**config.mk**
```make
export PLATFORM = sky130hd
export DESIGN_NAME = sorted_list_insert_delete_core
export DESIGN_NICKNAME = d
export VERILOG_FILES = /design/src/hdl/sli_pkg.sv /design/src/hdl/sli_ctrl.sv /design/src/hdl/sli_datapath.sv /design/src/hdl/sorted_list_insert_delete_core.sv
export VERILOG_INCLUDE_DIRS = /design/src /design/src/hdl
export SDC_FILE = /design/constraint.sdc
export NUM_CORES = 1
export LEC_CHECK = 0
export BUFFER_PORTS_ARGS = -buffer_cell sky130_fd_sc_hd__buf_2
export CORE_MARGIN = 5
export CORE_UTILIZATION = 65
export CTS_BUF_LIST = sky130_fd_sc_hd__clkbuf_8
export CTS_CLUSTER_DIAMETER = 100
export DETAILED_ROUTE_END_ITERATION = 8
export GPL_ROUTABILITY_DRIVEN = 0
export PLACE_DENSITY = 0.82
export SLEW_MARGIN = 20
export SYNTH_ARGS = -nofsm -noshare
export SYNTH_HDL_FRONTEND = slang
export SYNTH_SLANG_ARGS = --single-unit
```
**constraint.sdc**
```tcl
create_clock -name clk_i -period 6.35 [get_ports clk_i]
set_input_delay 0.9525 -clock clk_i [delete_from_list [all_inputs] [get_ports clk_i]]
set_output_delay 0.9525 -clock clk_i [all_outputs]
set_load 0.01 [all_outputs]
```
**src/hdl/sorted_list_insert_delete_core_defines.svh**
```systemverilog
// Assertion macros used by the sorted list datapath.
`ifndef SORTED_LIST_INSERT_DELETE_CORE_DEFINES_SVH
`define SORTED_LIST_INSERT_DELETE_CORE_DEFINES_SVH

// Checks that the consequent holds in the same cycle as the antecedent.
`define SLI_ASSERT_NOW(label, clk, rst_n, ante, cons) \
  label: assert property (@(posedge clk) disable iff (!rst_n) (ante) |-> (cons)) \
    else $error("sorted list core: same-cycle check failed");

// Checks that the consequent holds in the cycle after the antecedent.
`define SLI_ASSERT_NEXT(label, clk, rst_n, ante, cons) \
  label: assert property (@(posedge clk) disable iff (!rst_n) (ante) |=> (cons)) \
    else $error("sorted list core: next-cycle check failed");

`endif

```
**src/hdl/sli_pkg.sv**
```systemverilog
// Types, constants and codes shared by the sorted list core.
`timescale 1ns / 1ps
package sli_pkg;

  localparam int CAPACITY = 8;
  localparam int CNT_W    = $clog2(CAPACITY + 1);
  localparam int PTR_W    = $clog2(CAPACITY);
  localparam int CMP_W    = (CNT_W > 3) ? CNT_W : 3;

  localparam logic [1:0] CMD_INSERT = 2'd0;
  localparam logic [1:0] CMD_DELETE = 2'd1;
  localparam logic [1:0] CMD_READ   = 2'd2;

  localparam logic [1:0] ST_OK        = 2'd0;
  localparam logic [1:0] ST_FULL      = 2'd1;
  localparam logic [1:0] ST_NOT_FOUND = 2'd2;
  localparam logic [1:0] ST_BAD_INDEX = 2'd3;

  typedef struct packed {
    logic [1:0]         command;
    logic signed [31:0] value;
    logic [2:0]         index;
  } in_item_t;

  typedef struct packed {
    logic [3:0]         count;
    logic [1:0]         status;
    logic signed [31:0] read_value;
  } out_item_t;

  typedef struct packed {
    logic       load_in;
    logic       ptr_inc;
    logic       set_status;
    logic [1:0] status_code;
    logic       capture_rd;
    logic       apply_ins;
    logic       apply_del;
  } dp_cmd_t;

  typedef struct packed {
    logic [1:0] command;
    logic       at_end;
    logic       full;
    logic       le;
    logic       eq;
    logic       idx_fits;
  } dp_stat_t;

endpackage

```
**src/hdl/sli_ctrl.sv**
```systemverilog
// Controller state machine that sequences scan, shift and result delivery.
`timescale 1ns / 1ps
module sli_ctrl (
  input  logic              clk_i,
  input  logic              rst_ni,
  input  logic              in_valid_i,
  input  logic              out_free_i,
  input  sli_pkg::dp_stat_t dp_stat_i,
  output logic              in_stall_o,
  output logic              load_out_o,
  output sli_pkg::dp_cmd_t  dp_cmd_o
);

  localparam logic [1:0] S_IDLE   = 2'd0;
  localparam logic [1:0] S_SCAN   = 2'd1;
  localparam logic [1:0] S_APPLY  = 2'd2;
  localparam logic [1:0] S_RESULT = 2'd3;

  logic [1:0] state_q, state_d;

  always_ff @(posedge clk_i or negedge rst_ni) begin
    if (!rst_ni) begin
      state_q <= S_IDLE;
    end else begin
      state_q <= state_d;
    end
  end

  always_comb begin
    state_d    = state_q;
    dp_cmd_o   = '0;
    load_out_o = 1'b0;
    in_stall_o = 1'b1;
    unique case (state_q)
      S_IDLE: begin
        in_stall_o = 1'b0;
        if (in_valid_i) begin
          dp_cmd_o.load_in = 1'b1;
          state_d          = S_SCAN;
        end
      end
      S_SCAN: begin
        unique case (dp_stat_i.command)
          sli_pkg::CMD_INSERT: begin
            if (dp_stat_i.full) begin
              dp_cmd_o.set_status  = 1'b1;
              dp_cmd_o.status_code = sli_pkg::ST_FULL;
              state_d              = S_RESULT;
            end else if (!dp_stat_i.at_end && dp_stat_i.le) begin
              dp_cmd_o.ptr_inc = 1'b1;
            end else begin
              state_d = S_APPLY;
            end
          end
          sli_pkg::CMD_DELETE: begin
            if (dp_stat_i.at_end) begin
              dp_cmd_o.set_status  = 1'b1;
              dp_cmd_o.status_code = sli_pkg::ST_NOT_FOUND;
              state_d              = S_RESULT;
            end else if (dp_stat_i.eq) begin
              state_d = S_APPLY;
            end else begin
              dp_cmd_o.ptr_inc = 1'b1;
            end
          end
          sli_pkg::CMD_READ: begin
            if (dp_stat_i.idx_fits) begin
              dp_cmd_o.capture_rd = 1'b1;
            end else begin
              dp_cmd_o.set_status  = 1'b1;
              dp_cmd_o.status_code = sli_pkg::ST_BAD_INDEX;
            end
            state_d = S_RESULT;
          end
          default: begin
            state_d = S_RESULT;
          end
        endcase
      end
      S_APPLY: begin
        if (dp_stat_i.command == sli_pkg::CMD_INSERT) begin
          dp_cmd_o.apply_ins = 1'b1;
        end else begin
          dp_cmd_o.apply_del = 1'b1;
        end
        state_d = S_RESULT;
      end
      S_RESULT: begin
        if (out_free_i) begin
          load_out_o = 1'b1;
          state_d    = S_IDLE;
        end
      end
      default: begin
        state_d = S_IDLE;
      end
    endcase
  end

endmodule

```
**src/hdl/sli_datapath.sv**
```systemverilog
// Datapath with the entry lanes, scan pointer, entry count and result fields.
`timescale 1ns / 1ps
`include "sorted_list_insert_delete_core_defines.svh"
module sli_datapath (
  input  logic               clk_i,
  input  logic               rst_ni,
  input  sli_pkg::dp_cmd_t   dp_cmd_i,
  input  sli_pkg::in_item_t  in_item_i,
  output sli_pkg::dp_stat_t  dp_stat_o,
  output sli_pkg::out_item_t result_o
);

  logic [1:0]                  cmd_q;
  logic signed [31:0]          value_q;
  logic                        idx_fits_q;
  logic [sli_pkg::CNT_W-1:0]   ptr_q;
  logic [sli_pkg::CNT_W-1:0]   count_q;
  logic [1:0]                  status_q;
  logic signed [31:0]          rd_q;
  logic signed [31:0]          entries_q [sli_pkg::CAPACITY];
  logic signed [31:0]          lower_w   [sli_pkg::CAPACITY];
  logic signed [31:0]          upper_w   [sli_pkg::CAPACITY];
  logic signed [31:0]          cur_w;
  logic [sli_pkg::CMP_W-1:0]   idx_ext;
  logic [sli_pkg::CMP_W-1:0]   count_ext;
  logic [sli_pkg::CNT_W+3:0]   count_wide;

  assign idx_ext   = sli_pkg::CMP_W'(in_item_i.index);
  assign count_ext = sli_pkg::CMP_W'(count_q);
  assign cur_w     = entries_q[ptr_q[sli_pkg::PTR_W-1:0]];

  always_ff @(posedge clk_i or negedge rst_ni) begin
    if (!rst_ni) begin
      count_q <= '0;
    end else if (dp_cmd_i.apply_ins) begin
      count_q <= count_q + 1'b1;
    end else if (dp_cmd_i.apply_del) begin
      count_q <= count_q - 1'b1;
    end
  end

  always_ff @(posedge clk_i) begin
    if (dp_cmd_i.load_in) begin
      cmd_q      <= in_item_i.command;
      value_q    <= in_item_i.value;
      idx_fits_q <= idx_ext < count_ext;
      ptr_q      <= (in_item_i.command == sli_pkg::CMD_READ) ?
                    idx_ext[sli_pkg::CNT_W-1:0] : '0;
      status_q   <= sli_pkg::ST_OK;
      rd_q       <= '0;
    end else begin
      if (dp_cmd_i.ptr_inc) begin
        ptr_q <= ptr_q + 1'b1;
      end
      if (dp_cmd_i.set_status) begin
        status_q <= dp_cmd_i.status_code;
      end
      if (dp_cmd_i.capture_rd) begin
        rd_q <= cur_w;
      end
    end
  end

  for (genvar k = 0; k < sli_pkg::CAPACITY; k++) begin : g_lane
    localparam logic [sli_pkg::CNT_W-1:0] LANE     = sli_pkg::CNT_W'(k);
    localparam logic [sli_pkg::CNT_W-1:0] LANE_NXT = sli_pkg::CNT_W'(k + 1);

    if (k == 0) begin : g_first
      assign lower_w[k] = '0;
    end else begin : g_rest
      assign lower_w[k] = entries_q[k-1];
    end

    if (k == sli_pkg::CAPACITY - 1) begin : g_last
      assign upper_w[k] = '0;
    end else begin : g_inner
      assign upper_w[k] = entries_q[k+1];
    end

    always_ff @(posedge clk_i) begin
      if (dp_cmd_i.apply_ins) begin
        if (LANE == ptr_q) begin
          entries_q[k] <= value_q;
        end else if ((LANE > ptr_q) && (LANE <= count_q)) begin
          entries_q[k] <= lower_w[k];
        end
      end else if (dp_cmd_i.apply_del) begin
        if ((LANE >= ptr_q) && (LANE_NXT < count_q)) begin
          entries_q[k] <= upper_w[k];
        end
      end
    end
  end

  assign dp_stat_o.command  = cmd_q;
  assign dp_stat_o.at_end   = ptr_q >= count_q;
  assign dp_stat_o.full     = count_q >= sli_pkg::CNT_W'(sli_pkg::CAPACITY);
  assign dp_stat_o.le       = cur_w <= value_q;
  assign dp_stat_o.eq       = cur_w == value_q;
  assign dp_stat_o.idx_fits = idx_fits_q;

  assign count_wide          = {4'b0000, count_q};
  assign result_o.count      = count_wide[3:0];
  assign result_o.status     = status_q;
  assign result_o.read_value = rd_q;

  `SLI_ASSERT_NOW(a_count_range, clk_i, rst_ni, 1'b1, count_q <= sli_pkg::CNT_W'(sli_pkg::CAPACITY))
  `SLI_ASSERT_NOW(a_ins_room, clk_i, rst_ni, dp_cmd_i.apply_ins, !dp_stat_o.full && (ptr_q <= count_q))
  `SLI_ASSERT_NOW(a_del_hit, clk_i, rst_ni, dp_cmd_i.apply_del, (ptr_q < count_q) && dp_stat_o.eq)
  `SLI_ASSERT_NEXT(a_ins_grows, clk_i, rst_ni, dp_cmd_i.apply_ins, count_q == sli_pkg::CNT_W'($past(count_q) + 1'b1))

endmodule

```
**src/hdl/sorted_list_insert_delete_core.sv**
```systemverilog
// Sorted list of signed 32-bit values: insert, delete and indexed read.
//
// The input channel carries one command per transaction: insert a value,
// delete the first equal value, or read the entry at an index. Every accepted
// transaction yields exactly one result transaction with the entry count after
// the command, a status code and, for a good read, the entry value.
// A command is taken only while the block is idle; in_stall_o is high from
// acceptance until the result has moved into the output register.
// The scan walks one entry per cycle; an insert with room or a delete that
// finds its value then shifts the entries in the apply state, while a read
// takes the entry at its index in the scan state. The shift moves all
// entry lanes together. The next command is accepted in the cycle after
// the result is registered, so commands are taken one at a time.
// A stalled result holds in the output register; the block then finishes
// the next command and waits with it until the register frees up.
// Reset empties the list and drops any pending result.
`timescale 1ns / 1ps
module sorted_list_insert_delete_core (
  input  logic               clk_i,
  input  logic               rst_ni,
  input  logic               in_valid_i,
  output logic               in_stall_o,
  input  sli_pkg::in_item_t  in_item_i,
  output logic               out_valid_o,
  input  logic               out_stall_i,
  output sli_pkg::out_item_t out_item_o
);

  sli_pkg::dp_cmd_t   dp_cmd;
  sli_pkg::dp_stat_t  dp_stat;
  sli_pkg::out_item_t result;
  logic               load_out;
  logic               out_free;
  logic               out_valid_q;
  sli_pkg::out_item_t out_item_q;

  assign out_free = !out_valid_q || !out_stall_i;

  sli_ctrl u_ctrl (
    .clk_i      (clk_i),
    .rst_ni     (rst_ni),
    .in_valid_i (in_valid_i),
    .out_free_i (out_free),
    .dp_stat_i  (dp_stat),
    .in_stall_o (in_stall_o),
    .load_out_o (load_out),
    .dp_cmd_o   (dp_cmd)
  );

  sli_datapath u_datapath (
    .clk_i     (clk_i),
    .rst_ni    (rst_ni),
    .dp_cmd_i  (dp_cmd),
    .in_item_i (in_item_i),
    .dp_stat_o (dp_stat),
    .result_o  (result)
  );

  always_ff @(posedge clk_i or negedge rst_ni) begin
    if (!rst_ni) begin
      out_valid_q <= 1'b0;
    end else if (load_out) begin
      out_valid_q <= 1'b1;
    end else if (!out_stall_i) begin
      out_valid_q <= 1'b0;
    end
  end

  always_ff @(posedge clk_i) begin
    if (load_out) begin
      out_item_q <= result;
    end
  end

  assign out_valid_o = out_valid_q;
  assign out_item_o  = out_item_q;

endmodule
```
Word level (Yosys, flattened, before mapping)
Memory sizes are Yosys's and may differ from the RTL's. A register that Yosys moved wholly into a read port is not among the register bits.
Cells that the tools add are included.
{"block": "word_totals", "regBits": 118, "latchBits": 0, "ramBits": 256, "mem_bits_ro": 0, "inputBits": 41, "memories": 1}
{"name": "u_datapath.entries_q", "depth": 8, "width": 32, "read_ports": 9, "rd_ports_with_merged_regs": 1, "write_ports": 8, "line": "sli_datapath.sv:20", "source": "logic signed [31:0] entries_q [sli_pkg::CAPACITY];"}
{"block": "op_classes", "add_sub_neg": 3, "n_mul": 0, "div_mod_pow": 0, "n_lt_le_gt_ge": 36, "n_eq_ne": 19, "shift": 0, "mux": 140, "bitwise": 16, "n_reduce_logical": 27}
{"cell": "$mux 32", "count": 16}
{"cell": "$mux 1", "count": 103}
{"cell": "$eq 32x32->1", "count": 1}
{"cell": "$le 32x32->1", "count": 1}
{"cell": "$logic_and 1x1->1", "count": 17}
{"cell": "$eq 3x4->1 const A", "count": 4}
{"cell": "$ge 3x4->1 const A", "count": 4}
{"cell": "$gt 3x4->1 const A", "count": 4}
{"cell": "$le 3x4->1 const A", "count": 4}
{"cell": "$lt 3x4->1 const A", "count": 4}
{"cell": "$mux 4", "count": 4}
{"cell": "$or 1x1->1", "count": 16}
{"cell": "$mux 3", "count": 5}
{"cell": "$mux 2", "count": 7}
{"cell": "$pmux 3 s3", "count": 1}
{"cell": "$add 4x1->4 const B", "count": 2}
{"cell": "$eq 2x2->1 const B", "count": 4}
{"cell": "$eq 2x4->1 const A", "count": 2}
{"cell": "$ge 1x4->1 const A", "count": 2}
{"cell": "$ge 2x4->1 const A", "count": 2}
{"cell": "$gt 1x4->1 const A", "count": 2}
{"cell": "$gt 2x4->1 const A", "count": 2}
{"cell": "$le 1x4->1 const A", "count": 2}
{"cell": "$le 2x4->1 const A", "count": 2}
{"cell": "other kinds (23)", "count": 30}

Longest topological paths before layout
{"block": "logic_depth", "depth_word": 10, "ltp_mapped": 12, "ltp_nobuf": 10}

Cells and area by module
From an unflattened synthesis, not the netlist that was laid out.
{"block": "hier_totals", "cells_unflattened": 1656, "area_unflattened_um2": 20007.9}
{"module": "sli_datapath", "instances": 1, "cells_each": 1572, "area_each_um2": 18467.7, "seq_area_each_um2": 9699.3}
{"module": "sorted_list_insert_delete_core", "instances": 1, "cells_each": 41, "area_each_um2": 1177.4, "seq_area_each_um2": 1166.1}
{"module": "sli_ctrl", "instances": 1, "cells_each": 43, "area_each_um2": 362.8, "seq_area_each_um2": 50.0}

Worst setup path before layout
No wires, ideal clock.
{"block": "synth_timing", "kind": "input port to flip-flop", "startpoint": "input port out_stall_i", "endpoint": "register out_item_q (netlist bit out_item_o[0]) (enable)", "setup_time_ns": 0.491, "arrival_time_ns": 3.759, "required_time_ns": 5.859, "path_slack_ns": 2.100, "stages": 1, "n_path_buf": 0, "path_cell_list": "a21boi_0"}
{"block": "synth_via", "elab_chain_cells": 4}
{"item": "from (decl)", "line": "sorted_list_insert_delete_core.sv:25", "source": "input logic out_stall_i,"}
{"item": "$logic_not 1->1"}
{"item": "$logic_or 1x1->1", "line": "sorted_list_insert_delete_core.sv:37", "source": "assign out_free = !out_valid_q || !out_stall_i;"}
{"item": "$mux 1", "line": "sli_ctrl.sv:89", "source": "if (out_free_i) begin"}
{"item": "$mux 1", "line": "sli_ctrl.sv:34", "source": "unique case (state_q)"}
{"item": "to (signal assigned)", "line": "sorted_list_insert_delete_core.sv:71", "source": "out_item_q <= result;"}
{"item": "to (decl)", "line": "sorted_list_insert_delete_core.sv:35", "source": "sli_pkg::out_item_t out_item_q;"}
No other way between the ends.
A chain may end at the register's enable or synchronous reset.

==> parameters.txt <==
Parameter                              Value

Critical path
  Start-to-end type of the worst setup path    register to register
  CP endpoint kind    register
  Worst Setup Start Kind    register
  Worst Path Max Fanout    48
  Data required, critical path    between 6000 and 7000 ps
  CP arrival    ~5100 ps

Timing
  Final-layout worst hold slack    between 150 and 200 ps
  RSZ-0062 raised after global routing    false
  Clock tree skew after final layout    just over 40 ps
  Final worst-path cycle share    between 70% and 80%
  Min cycle time layout    4620 ps
  Total negative slack for setup checks    0 ps
  Rel. slew slack    32.2%
  Final hold violation count    0
  Slew @ Worst Pin    approximately 1000 ps
  Slew Limit Fails    0
  Highest clock rate    between 200 and 250 MHz
  Endpoints failing setup    0

Clock tree
  Hold bufs inserted after CTS    0
  Insertion delay of the later-clocked pin in the worst-skew pair    620 ps
  Number of CTS-inserted buffers    60
  Clock sinks    around 380
  Clock tree from TritonCTS    done
  Clk buf depth    3
  Post-CTS Setup Bufs    0
  Clock-pin transition on the worst setup and hold timing paths    about 70 ps
  H-tree levels    2
  CTS root buf    sky130_fd_sc_hd__clkbuf_8
  Resized cells post-CTS    0

Job
  Maximum Capacitance Violations    0

Power
  Switching Power    between 3 and 4 mW
  Total Power    a little under 9 mW
  Leakage component of the power    roughly 8.6 nW
  Fraction of power consumed by the clock network    ~22%
  Switching share of total power    between 30% and 40%
  Power per unit of standard cell area    around 410 nW/µm²
  Combinational group share of total power    33.8%
  Int Pwr    approximately 5.8 mW
  Worst IR drop on VDD    about 0.18 mV
  Part of the total power dissipated in sequential elements    between 40% and 50%

Worst hold path
  Classification of the worst-slack hold path    input port to async pin

Finish
  Post-synthesis to final-layout area growth    9.00%
  Post-route standard cell area excluding fillers    around 22000 µm²
  Utilization after layout    a little under three quarters
  Share of final-layout standard cells stronger than drive strength 1    between 10% and 20%
  Final net count    1839
  ANT cells    0
  Filler Cells Inserted    approximately 2100

Synthesis
  Syn_area_per_cell    roughly 12 µm²
  Top-area cell type share of the netlist area    between 50% and 60%
  Warnings, synthesis    0
  Gate Count Post-Synth    between 1500 and 2000
  Distinct cells, synth    a little over 60
  Cell area after synthesis    19900 µm²
  Biggest area consumer among synthesized cells    sky130_fd_sc_hd__edfxtp_1
  Commonest register cell after synthesis    sky130_fd_sc_hd__edfxtp_1
  Largest cells by area after synthesis    sky130_fd_sc_hd__edfxtp_1, sky130_fd_sc_hd__mux2i_1, sky130_fd_sc_hd__mux4_2
  Number of storage elements in the synthesis netlist    377
  Number of synthesized flops with an enable pin    about 330
  Number of nets produced by synthesis    between 1500 and 2000
  FFs w/ async S/R, synth    between 1.5 and 2%
  Sequential element share of the synthesized area    between 50% and 60%

Placed design
  Detailed-placement wirelength estimate    just over 30 mm
  Area of placed instances    roughly 20000 µm²
  IO Port Bufs    80

GRT
  Total congestion overflow after global routing    0
  Vias in the first global route    about 14000
  GRT Total Usage    31.1%
  Global-route wire length before repair    81.7 mm
  Number of antenna violations at the first check in global routing    1
  Largest net degree at the start of global routing    66

Drt
  Post-route DRC violation count    0
  Vias per cell    between 6 and 7
  Detailed-routing iteration count for the pre-antenna-repair pass    5
  Vias after detailed routing    14500
  Wirelength per Cell    between 20 and 25 µm
  Post-Route WL    between 50 and 60 mm
  Initial DRC Count    between 2000 and 2500
  Antenna-violating nets left    0

Die
  Core Area    30400 µm²
  Die area    34300 µm²
  Total I/O pin count    a little over 80
  Chip height    about 190 µm
  Die W    between 150 and 200 µm
  Initial standard-cell utilization of the core    ~66%
  Placement row count    between 60 and 70

Outcome
  Run status    finished, final reports clean
==> routing by layer <==
| layer | share of wire, % | track usage (%) | wire length [µm] |
|---|---|---|---|
| met2 | 45 | 47.2 | 23600 |
| met1 | 38 | 43.7 | 20000 |
| met5 | 0.038 | 0 | 20 |
| met3 | 13 | 7.86 | 7090 |
| met4 | 3.9 | 12.2 | 2090 |
==> final timing paths <==
kind / cells after the start / end / slack (ps) / from
min in group clk_i: 0 / out_item_o[22] / 420 / u_datapath.rd_q[22]
min reg2reg: 0 / out_item_o[22] / 420 / u_datapath.rd_q[22]
max reg2reg: 10 / register / 1730 / register
max: 10 / register / 1730 / register
min: 1 / u_ctrl.state_q[1] / 160 / rst_ni
max in group asynchronous: 1 / u_datapath.count_ext[2] / 6010 / rst_ni
==> cell usage after synthesis (2+ instances only) <==
cell type and count:
sky130_fd_sc_hd__a211oi_1 6, sky130_fd_sc_hd__a21boi_0 2, sky130_fd_sc_hd__a21o_1 4, sky130_fd_sc_hd__a21oi_1 180, sky130_fd_sc_hd__a31o_1 2, sky130_fd_sc_hd__and2_1 3, sky130_fd_sc_hd__and3_1 2, sky130_fd_sc_hd__buf_1 3
sky130_fd_sc_hd__buf_2 19, sky130_fd_sc_hd__buf_4 7, sky130_fd_sc_hd__buf_6 3, sky130_fd_sc_hd__clkbuf_1 116, sky130_fd_sc_hd__dfrtp_1 7, sky130_fd_sc_hd__dfxtp_1 37, sky130_fd_sc_hd__edfxtp_1 333, sky130_fd_sc_hd__ha_1 50
sky130_fd_sc_hd__inv_1 50, sky130_fd_sc_hd__inv_2 2, sky130_fd_sc_hd__mux2_1 4, sky130_fd_sc_hd__mux2_2 33, sky130_fd_sc_hd__mux2i_1 193, sky130_fd_sc_hd__mux4_2 64, sky130_fd_sc_hd__nand2_1 242, sky130_fd_sc_hd__nand2b_1 2
sky130_fd_sc_hd__nand3_1 8, sky130_fd_sc_hd__nand4_1 9, sky130_fd_sc_hd__nor2_1 113, sky130_fd_sc_hd__nor2b_1 2, sky130_fd_sc_hd__nor3_1 3, sky130_fd_sc_hd__nor3_2 2, sky130_fd_sc_hd__nor3b_1 3, sky130_fd_sc_hd__nor4_1 2
sky130_fd_sc_hd__o211ai_1 3, sky130_fd_sc_hd__o21a_1 4, sky130_fd_sc_hd__o21ai_0 145, sky130_fd_sc_hd__o21ai_1 32, sky130_fd_sc_hd__o311ai_1 2, sky130_fd_sc_hd__or4_1 2, sky130_fd_sc_hd__xnor2_1 5
==> worst max-delay path, stage by stage, from the launching register on <==
cell                        delay, ps
sky130_fd_sc_hd__dfxtp_4         1000
sky130_fd_sc_hd__mux4_2           600
sky130_fd_sc_hd__mux2_2           300
sky130_fd_sc_hd__ha_1             320
sky130_fd_sc_hd__nand4_1          210
sky130_fd_sc_hd__nor4_1           710
sky130_fd_sc_hd__nand4_1          210
sky130_fd_sc_hd__a2111oi_2        500
sky130_fd_sc_hd__inv_2             80
sky130_fd_sc_hd__nand3_2          170
sky130_fd_sc_hd__mux2_1           340
==> power groups by stage <==
stage / Combinational [mW] / Clock, mW / Sequential, mW
after floorplan: 2.25 / 0 / 3.68
after global placement: 2.79 / 0 / 3.90
after detailed placement: 2.93 / 0 / 3.93
after CTS: 2.94 / 2.00 / 3.88
after global routing: 3.25 / 2.12 / 3.95
final: 3.00 / 1.97 / 3.89
==> cells by family (layout without fill, tap and decap cells) <==
| group | Yosys count | count (layout) | share of synthesized area, % |
|---|---|---|---|
| multiplexers | 294 | 294 | 19.0 |
| AO/OA/AOI/OAI | 392 | 392 | 10.4 |
| AND/OR/NAND/NOR | 403 | 403 | 8.34 |
| adder cells (fa/ha/maj) | 50 | 50 | 3.14 |
| flip-flops | 377 | 377 | 54.7 |
| XOR/XNOR | 6 | 6 | 0.264 |
| buffers and inverters | 200 | 270 | 4.13 |
==> layout make-up <==
class,instances,area (µm²),area share [%]
sequential,377,10900,50.2
multi-input combinational,1145,8320,38.3
clock buffer,70,963,4.43
timing repair buffer,112,673,3.10
tap,396,495,2.28
inverter,52,195,0.898
clock inverter,36,171,0.789
==> per-stage QoR <==
stage / std cells / setup slack, ps
final: 2188 / 1730
after global routing: 2188 / 1480
after CTS: 2187 / 1710
after detailed placement: 2081 / 1760
after global placement: 2081 / 1840
after floorplan: 1722 / 2100
==> sequential cells by signal, summed over array words and instances, names as in the netlist, named ones only <==
| register | flops |
|---|---|
| u_datapath.entries_q | 256 |
| out_item_o | 38 |
| u_datapath.rd_q | 32 |
| u_datapath.value_q | 32 |
| u_datapath.count_ext | 4 |
| u_datapath.ptr_q | 4 |
| u_ctrl.state_q | 2 |
| u_datapath.cmd_q | 2 |
| u_datapath.status_q | 2 |
| out_valid_o | 1 |
| u_datapath.idx_fits_q | 1 |
==> cell usage in the layout, fill, tap and decap left out, types with 3 or more instances in the layout <==
master                     netlist  routed
sky130_fd_sc_hd__o21ai_1        32      32
sky130_fd_sc_hd__nand4_1         9       9
sky130_fd_sc_hd__o21a_1          4       4
sky130_fd_sc_hd__ha_1           50      50
sky130_fd_sc_hd__mux4_2         64      64
sky130_fd_sc_hd__edfxtp_1      333     333
sky130_fd_sc_hd__a21o_1          4       4
sky130_fd_sc_hd__mux2i_1       193     193
sky130_fd_sc_hd__dfrtp_1         7       7
sky130_fd_sc_hd__dfxtp_1        37      35
sky130_fd_sc_hd__xnor2_1         5       5
sky130_fd_sc_hd__nand3_1         8       7
sky130_fd_sc_hd__nor3b_1         3       3
sky130_fd_sc_hd__a211oi_1        6       4
sky130_fd_sc_hd__nor2_1        113     112
sky130_fd_sc_hd__mux2_2         33      33
sky130_fd_sc_hd__mux2_1          4       4
sky130_fd_sc_hd__clkbuf_8        0      70
sky130_fd_sc_hd__inv_2           2       3
sky130_fd_sc_hd__inv_1          50      73
sky130_fd_sc_hd__clkinv_1        0       7
sky130_fd_sc_hd__a21oi_1       180     179
sky130_fd_sc_hd__o21ai_0       145     145
sky130_fd_sc_hd__nand2_1       242     240
sky130_fd_sc_hd__o211ai_1        3       3
sky130_fd_sc_hd__buf_2          19      80
sky130_fd_sc_hd__buf_4           7      30
Note: power is estimated with default switching activity, not from simulation.
